===== src/rtl/core/slcan_pkg.sv =====
`default_nettype none

package slcan_pkg;

   localparam int          LINE_BYTES_DEF   = 32;
   localparam logic [11:0] TORQUE_ID_RESET  = 12'h105;

   // reply codes on rsp_reply_kind
   localparam logic [1:0]  REPLY_CR         = 2'd0;
   localparam logic [1:0]  REPLY_VERSION    = 2'd1;
   localparam logic [1:0]  REPLY_FRAME      = 2'd2;

   localparam logic [7:0]  CHAR_CR          = 8'h0D;
   localparam logic [7:0]  CHAR_LF          = 8'h0A;
   localparam logic [7:0]  CHAR_OPEN        = 8'h4F;  // 'O'
   localparam logic [7:0]  CHAR_CLOSE       = 8'h43;  // 'C'
   localparam logic [7:0]  CHAR_SPEED       = 8'h53;  // 'S'
   localparam logic [7:0]  CHAR_VER_UP      = 8'h56;  // 'V'
   localparam logic [7:0]  CHAR_VER_LO      = 8'h76;  // 'v'
   localparam logic [7:0]  CHAR_FRAME       = 8'h74;  // 't'
   localparam logic [7:0]  CHAR_ZERO        = 8'h30;
   localparam logic [7:0]  CHAR_EIGHT       = 8'h38;

   // frame layout: 't', three id digits, length digit, data digits
   localparam int          FRAME_HDR_CHARS  = 5;
   localparam int          LEN_POS          = 4;
   localparam int          LAST_POS         = 8;    // second torque byte, low digit
   localparam logic [3:0]  MAX_DATA_LEN     = 4'd8;
   localparam logic [3:0]  TORQUE_MIN_LEN   = 4'd2;

   function automatic logic [3:0] hex_nibble(input logic [7:0] ch);
      logic [7:0] d;
      begin
         if (ch >= 8'h30 && ch <= 8'h39) begin
            d = ch - 8'h30;
         end else if (ch >= 8'h41 && ch <= 8'h46) begin
            d = ch - 8'h37;
         end else if (ch >= 8'h61 && ch <= 8'h66) begin
            d = ch - 8'h57;
         end else begin
            d = 8'h00;
         end
         return d[3:0];
      end
   endfunction

endpackage

`default_nettype wire


===== src/rtl/core/slcan_command_line_parser.sv =====
// Channel   Ports                 Moves
// req       req_valid/req_ready   one received serial character per transfer
// rsp       rsp_valid/rsp_ready   one parsed line result per transfer
// csr       csr_valid/csr_ready   torque frame id write, always ready
//
// An ordinary character is stored as taken; the next can follow at once. A line
// end walks the line store through one RAM read port, an address and a data
// state per character: just the first for a one-letter command, nine for a
// frame; a result state then posts the result. req_ready is low throughout.
// Reset (synchronous) empties the line, closes the channel, sets the id to 0x105.
// A result waiting in the output register stalls only the next line end.
`default_nettype none

module slcan_command_line_parser #(
   parameter int LINE_BYTES = slcan_pkg::LINE_BYTES_DEF
) (
   input  wire logic               clock,
   input  wire logic               reset,
   input  wire logic               req_valid,
   output logic                    req_ready,
   input  wire logic [7:0]         req_rx_byte,
   input  wire logic               csr_valid,
   output logic                    csr_ready,
   input  wire logic [11:0]        csr_torque_frame_id,
   output logic                    rsp_valid,
   input  wire logic               rsp_ready,
   output logic [1:0]              rsp_reply_kind,
   output logic                    rsp_torque_valid,
   output logic signed [15:0]      rsp_torque,
   output logic                    rsp_channel_open,
   output logic [11:0]             rsp_frame_id,
   output logic [3:0]              rsp_frame_len
);

   import slcan_pkg::*;

   localparam int            AW        = $clog2(LINE_BYTES);
   localparam logic [AW-1:0] LAST_SLOT = AW'(LINE_BYTES - 1);

   typedef enum logic [3:0] {
      ST_IDLE   = 4'b0001,
      ST_ADDR   = 4'b0010,
      ST_DATA   = 4'b0100,
      ST_RESULT = 4'b1000
   } state_type;

   state_type       state_ff, state_in;
   logic [AW-1:0]   len_ff, len_in;
   logic            open_ff, open_in;
   logic [11:0]     tid_ff, tid_in;
   logic [3:0]      idx_ff, idx_in;
   logic [7:0]      first_ff, first_in;
   logic [7:0]      lch_ff, lch_in;
   logic [11:0]     fid_ff, fid_in;
   logic [15:0]     acc_ff, acc_in;

   logic            rsp_valid_ff, rsp_valid_in;
   logic [1:0]      kind_ff, kind_in;
   logic            tvalid_ff, tvalid_in;
   logic [15:0]     tq_ff, tq_in;
   logic            ropen_ff, ropen_in;
   logic [11:0]     rfid_ff, rfid_in;
   logic [3:0]      rlen_ff, rlen_in;

   logic            req_fire;
   logic            is_eol;
   logic            wr_en;
   logic [AW-1:0]   rd_addr;
   logic [7:0]      rd_data;
   logic [3:0]      nib;

   logic            is_frame;
   logic            lch_ok;
   logic [7:0]      lch_off;
   logic [3:0]      flen;
   logic [6:0]      len_w;
   logic [6:0]      need_w;
   logic            frame_good;
   logic            has_result;
   logic            slot_free;

   slcan_ram #(
      .WIDTH (8),
      .DEPTH (LINE_BYTES)
   ) u_line (
      .clock   (clock),
      .wr_en   (wr_en),
      .wr_addr (len_ff),
      .wr_data (req_rx_byte),
      .rd_addr (rd_addr),
      .rd_data (rd_data)
   );

   assign req_ready = (state_ff == ST_IDLE);
   assign csr_ready = 1'b1;
   assign req_fire  = req_valid && req_ready;
   assign is_eol    = (req_rx_byte == CHAR_CR) || (req_rx_byte == CHAR_LF);
   assign wr_en     = req_fire && !is_eol && (len_ff != LAST_SLOT);
   assign rd_addr   = AW'(idx_ff);
   assign nib       = hex_nibble(rd_data);

   // frame checks on the collected header
   assign is_frame   = (first_ff == CHAR_FRAME);
   assign lch_ok     = (lch_ff >= CHAR_ZERO) && (lch_ff <= CHAR_EIGHT);
   assign lch_off    = lch_ff - CHAR_ZERO;
   assign flen       = lch_off[3:0];
   assign len_w      = 7'(len_ff);
   assign need_w     = 7'(FRAME_HDR_CHARS) + {2'b00, flen, 1'b0};
   assign frame_good = is_frame && (len_w >= 7'(FRAME_HDR_CHARS)) && lch_ok &&
                       (len_w >= need_w);
   assign slot_free  = !rsp_valid_ff || rsp_ready;

   always_comb begin
      state_in     = state_ff;
      len_in       = len_ff;
      open_in      = open_ff;
      tid_in       = tid_ff;
      idx_in       = idx_ff;
      first_in     = first_ff;
      lch_in       = lch_ff;
      fid_in       = fid_ff;
      acc_in       = acc_ff;
      rsp_valid_in = rsp_valid_ff && !rsp_ready;
      kind_in      = kind_ff;
      tvalid_in    = tvalid_ff;
      tq_in        = tq_ff;
      ropen_in     = ropen_ff;
      rfid_in      = rfid_ff;
      rlen_in      = rlen_ff;
      has_result   = 1'b0;

      if (csr_valid) begin
         tid_in = csr_torque_frame_id;
      end

      case (state_ff)
         ST_IDLE: begin
            if (req_fire) begin
               if (is_eol) begin
                  if (len_ff != '0) begin
                     idx_in   = 4'd0;
                     state_in = ST_ADDR;
                  end
               end else if (len_ff != LAST_SLOT) begin
                  len_in = len_ff + 1'b1;
               end
            end
         end
         ST_ADDR: begin
            state_in = ST_DATA;
         end
         ST_DATA: begin
            // one character per pass through the shared hex/shift unit
            if (idx_ff == 4'd0) begin
               first_in = rd_data;
            end else if (idx_ff == 4'(LEN_POS)) begin
               fid_in = acc_ff[11:0];
               lch_in = rd_data;
            end else begin
               acc_in = {acc_ff[11:0], nib};
            end
            if ((idx_ff == 4'd0 && rd_data != CHAR_FRAME) || idx_ff == 4'(LAST_POS)) begin
               state_in = ST_RESULT;
            end else begin
               idx_in   = idx_ff + 4'd1;
               state_in = ST_ADDR;
            end
         end
         ST_RESULT: begin
            tvalid_in = 1'b0;
            tq_in     = 16'h0000;
            rfid_in   = 12'h000;
            rlen_in   = 4'd0;
            kind_in   = REPLY_CR;
            case (first_ff)
               CHAR_OPEN: begin
                  has_result = 1'b1;
                  open_in    = 1'b1;
               end
               CHAR_CLOSE: begin
                  has_result = 1'b1;
                  open_in    = 1'b0;
                  tvalid_in  = 1'b1;
               end
               CHAR_SPEED: begin
                  has_result = 1'b1;
               end
               CHAR_VER_UP, CHAR_VER_LO: begin
                  has_result = 1'b1;
                  kind_in    = REPLY_VERSION;
               end
               CHAR_FRAME: begin
                  has_result = frame_good;
                  kind_in    = REPLY_FRAME;
                  rfid_in    = fid_ff;
                  rlen_in    = flen;
                  if (fid_ff == tid_ff && flen >= TORQUE_MIN_LEN) begin
                     tvalid_in = 1'b1;
                     // little-endian: first data byte is the low byte
                     tq_in     = {acc_ff[7:0], acc_ff[15:8]};
                  end
               end
               default: begin
                  has_result = 1'b0;
               end
            endcase
            ropen_in = open_in;
            // hold until the output register can take the result
            if (!slot_free) begin
               open_in   = open_ff;
               kind_in   = kind_ff;
               tvalid_in = tvalid_ff;
               tq_in     = tq_ff;
               ropen_in  = ropen_ff;
               rfid_in   = rfid_ff;
               rlen_in   = rlen_ff;
            end else begin
               if (!has_result) begin
                  open_in   = open_ff;
                  kind_in   = kind_ff;
                  tvalid_in = tvalid_ff;
                  tq_in     = tq_ff;
                  ropen_in  = ropen_ff;
                  rfid_in   = rfid_ff;
                  rlen_in   = rlen_ff;
               end
               rsp_valid_in = has_result;
               len_in       = '0;
               state_in     = ST_IDLE;
            end
         end
         default: begin
            state_in = ST_IDLE;
         end
      endcase
   end

   always_ff @(posedge clock) begin
      if (reset) begin
         state_ff     <= ST_IDLE;
         len_ff       <= '0;
         open_ff      <= 1'b0;
         tid_ff       <= TORQUE_ID_RESET;
         idx_ff       <= 4'd0;
         rsp_valid_ff <= 1'b0;
      end else begin
         state_ff     <= state_in;
         len_ff       <= len_in;
         open_ff      <= open_in;
         tid_ff       <= tid_in;
         idx_ff       <= idx_in;
         rsp_valid_ff <= rsp_valid_in;
      end
   end

   always_ff @(posedge clock) begin
      first_ff  <= first_in;
      lch_ff    <= lch_in;
      fid_ff    <= fid_in;
      acc_ff    <= acc_in;
      kind_ff   <= kind_in;
      tvalid_ff <= tvalid_in;
      tq_ff     <= tq_in;
      ropen_ff  <= ropen_in;
      rfid_ff   <= rfid_in;
      rlen_ff   <= rlen_in;
   end

   assign rsp_valid        = rsp_valid_ff;
   assign rsp_reply_kind   = kind_ff;
   assign rsp_torque_valid = tvalid_ff;
   assign rsp_torque       = signed'(tq_ff);
   assign rsp_channel_open = ropen_ff;
   assign rsp_frame_id     = rfid_ff;
   assign rsp_frame_len    = rlen_ff;

endmodule

`default_nettype wire


===== src/rtl/core/slcan_ram.sv =====
`default_nettype none

module slcan_ram #(
   parameter int WIDTH = 8,
   parameter int DEPTH = 32
) (
   input  wire logic                     clock,
   input  wire logic                     wr_en,
   input  wire logic [$clog2(DEPTH)-1:0] wr_addr,
   input  wire logic [WIDTH-1:0]         wr_data,
   input  wire logic [$clog2(DEPTH)-1:0] rd_addr,
   output logic      [WIDTH-1:0]         rd_data
);

   logic [WIDTH-1:0] mem [DEPTH];

   always_ff @(posedge clock) begin
      if (wr_en) begin
         mem[wr_addr] <= wr_data;
      end
      rd_data <= mem[rd_addr];
   end

endmodule

`default_nettype wire


===== config.mk =====
export PLATFORM = sky130hd
export DESIGN_NAME = slcan_command_line_parser
export DESIGN_NICKNAME = d
export VERILOG_FILES = /design/src/rtl/core/slcan_pkg.sv /design/src/rtl/core/slcan_command_line_parser.sv /design/src/rtl/core/slcan_ram.sv
export SDC_FILE = /design/constraint.sdc
export NUM_CORES = 1
export LEC_CHECK = 0
export ABC_AREA = 1
export BUFFER_PORTS_ARGS = -buffer_cell sky130_fd_sc_hd__buf_2
export CORE_MARGIN = 1
export CORE_UTILIZATION = 40
export DETAILED_ROUTE_END_ITERATION = 8
export SLEW_MARGIN = 25
export SYNTH_ARGS = -nofsm -noshare
export SYNTH_HDL_FRONTEND = slang
export SYNTH_SLANG_ARGS = --single-unit

===== constraint.sdc =====
create_clock -name clock -period 4.56 [get_ports clock]
set_input_delay 0.228 -clock clock [delete_from_list [all_inputs] [get_ports clock]]
set_output_delay 0.228 -clock clock [all_outputs]
set_load 0.03 [all_outputs]

==> results.md <==
- Outcome: complete, no violations
- Diode count: 0
- Horiz. Die Dim: 159.7 um
- Yosys warns: 0
- Rows: 57
- Final Max Slew Viols: 0
- Worst Skew: 0.01150 ns
- DR pass1 iterations: 5
- Worst-path cell chain: ha_1 > nand2_1 > nor2_1 > ha_1 > inv_1 > nand2_1 > nor2_1 > nand2_1 > nor2_1
- Critical Path Slowest Stage Cell: nor2_1
- Top cell type's share of synthesized area: 0.6278
- Post-cts resize count: 0
- Layout cells sized above 1: 0.1542
- Int Power: 3.863 mW
- Worst-path clk slew: 0.06 ns
- Max Cap Viol: 0
- #FFs+latches synth: 243
- Sink Count: 243
- Final period util: 0.5750
- Clock root cell: clkbuf_16
- Sw frac: 0.2479
- Synth Instances: 851
- Latest clock arrival within the worst-skew pair: 0.53 ns
- Met3 global-route usage: 0.02779
- Yosys cell types: 41
- Crit-path max FO: 8
- Starting Density: 0.4079
- Core box area: 0.02439 mm2
- WP data arrival: 2.77 ns
- Routed vias: 6,291
- Met1 Track Usage GR: 0.2386
- Worst Hold Class: in -> reg
- I/O Buffers: 62
- # nets final: 972
- Top cells by area, synth: edfxtp_1, dfxtp_1, nor2_1
- Final ANT Viol Nets: 0
- Synth area leader: edfxtp_1
- Die height: 159.7 um
- FILL cells: 2,230
- Pwr per Cell Area: 444.5 mW/mm2
- Worst Setup Start Kind: register
- Endpoints failing hold: 0
- Drt wl/cell: 16.53 um
- Total gr overflow: 0
- VDD IR max: 0.0002713 V
- Clk buf depth: 3
- Post-synthesis cell area: 0.009950 mm2
- Tmin final: 2.622 ns
- CP required: 4.71 ns
- Die area: 0.02551 mm2
- Residual DRC count: 0
- Routability cong.: 0.8059
- Total negative slack: 0 ns
- Syn_nets: 894
- Initial drt markers: 528
- Combinational power share: 0.104
- Vias/cell: 4.950
- # H-tree levels: 1
- Max incr delay on CP: 0.68 ns
- Layout Area Growth over Synthesis: 16.13%
- Total wire length: 21,010 um
- LEAKAGE: 4.244 nW
- Post-DP HPWL: 13,380 um
- Element type at the critical path end: register
- Final Power: 5.137 mW
- Final setup viols: 0
- Register area share after synthesis: 0.6982
- Initial antenna violation count: 0
- First-pass GRT wire length: 33,550 um
- Number of global-route vias before repair: 6,014
- IO Count: 64
- Global Route met2 Usage: 0.2662
- Largest net degree at the start of global routing: 68
- Crit path kind: reg -> reg
- RSZ-0062 raised after global routing: no
- Net Switching: 1.273 mW
- Max transition margin: 0.3394
- Fmax: 381.4 MHz
- CTS Buf Count: 26
- Clk pwr share: 0.400
- Sequential cell area: 0.006948 mm2
- TritonCTS clock tree: yes
- Multi-input logic area: 0.002566 mm2
- GR Util All Layers: 0.1678
- Reg power frac: 0.496
- Slew @ Worst Pin: 0.9897 ns
- Synth Area per Inst: 11.69 um2
- GR peak layer: met2
==> area by class of cell <==
type,count,share of cell area
well taps,324,0.03508
repair buffers,81,0.04180
clock inverters,13,0.008338
multi-input cells,497,0.2221
clock buffers,33,0.06486
inverters,80,0.02653
flip-flops and latches,243,0.6013
==> repair_timing <==
action | in CTS | in global routing
hold buffers | 12 | 0
hold endpoints to repair | 12 | 0
setup endpoints to repair | 0 | 0
setup buffers | 0 | 0
==> per-stage QoR <==
| step | area, um2 | utilization | setup WS (ns) | hold slack (ns) | std cells |
|---|---|---|---|---|---|
| after floorplan | 9950 | - | 1.157 | 0.3269 | 851 |
| final | 11550 | 0.4737 | 1.938 | 0.03490 | 1271 |
| after detailed placement | 10590 | 0.4341 | 1.962 | 0.4571 | 1213 |
| after global routing | 11550 | 0.4737 | 1.736 | 0.04202 | 1271 |
| after CTS | 11550 | 0.4737 | 1.943 | 0.01666 | 1271 |
| after global placement | 10580 | 0.4339 | 2.044 | 0.4534 | 1213 |
==> flip-flops by register name, indices dropped and copies added, names as in the netlist <==
signal            count
u_line.mem          128
rsp_channel_open      1
lch_ff                8
idx_ff                4
rsp_frame_id         12
rsp_valid             1
rsp_frame_len         4
state_ff              4
fid_ff               12
rsp_torque_valid      1
open_ff               1
rsp_torque           16
tid_ff               12
u_line.rd_data        8
len_ff                5
rsp_reply_kind        2
first_ff              8
acc_ff               16
==> metal layers <==
metal  wire, um  up-vias
li1           -     3099
met1       9733     2966
met2       9656      193
met3       1246       33
met4        377        0
met5          0        -
==> worst max-delay path: cells and delay by family (launching register included) <==
kind	cells	cell delay [ns]
adders and majority gates	2	0.46
buffers and inverters	1	0.05
DFF	1	0.37
and+or+nand+nor	6	1.37
==> cell usage after synthesis, drive strengths merged <==
master / instances
a31oi: 1
o2111ai: 1
nand4: 5
ha: 18
nand3: 32
conb: 1
nand3b: 1
a211oi: 1
clkinv: 2
nor4: 3
nand2: 109
and2: 1
o221ai: 10
o22ai: 23
nor2: 168
nor3: 8
a21oi: 12
clkbuf: 18
dfxtp: 35
edfxtp: 208
buf: 13
inv: 78
o21ai: 81
xnor2: 9
o211ai: 8
xor2: 5
==> cells by family after synthesis <==
| kind of cell | after synthesis | share of synthesized area |
|---|---|---|
| buf+inv | 111 | 0.04502 |
| simple gates | 327 | 0.1427 |
| flops | 243 | 0.6982 |
| fa+ha+maj | 18 | 0.02264 |
| xor+xnor | 14 | 0.01232 |
| compound gates | 137 | 0.07872 |
| other cells | 1 | 0.0003769 |
==> path summary, 6_finish.rpt <==
path / startpoint / end / slack, ns / cells past startpoint
setup / recovery: len_ff[0] / u_line.mem[8][0] / 1.94 / 9
setup reg to reg: len_ff[0] / u_line.mem[8][0] / 1.94 / 9
hold / removal: reset / len_ff[4] / 0.03 / 2
hold reg to reg: acc_ff[7] / fid_ff[7] / 0.48 / 0
==> cell usage in the layout, fill, tap and decap left out, types with 8 or more instances in the layout <==
master           n
edfxtp_1       208
nor2_1         150
nand2_1        107
o21ai_0         78
inv_1           74
buf_2           62
dfxtp_1         34
nand3_1         28
clkbuf_16       28
o22ai_1         23
ha_1            18
nor2_2          17
a21oi_1         12
dlygate4sd3_1   12
o221ai_1        10
xnor2_1          9
o211ai_1         8
==> power groups by stage <==
stage          sequential [mW]  clock [mW]  combinational, mW
5_1_grt                   2.55        2.17              0.601
3_5_place_dp              2.59           0              0.525
3_3_place_gp              2.59           0              0.521
6_report                  2.55        2.05              0.535
4_1_cts                   2.55        2.08              0.535
2_1_floorplan             2.57           0              0.362
Note: power is estimated with default switching activity, not from simulation.
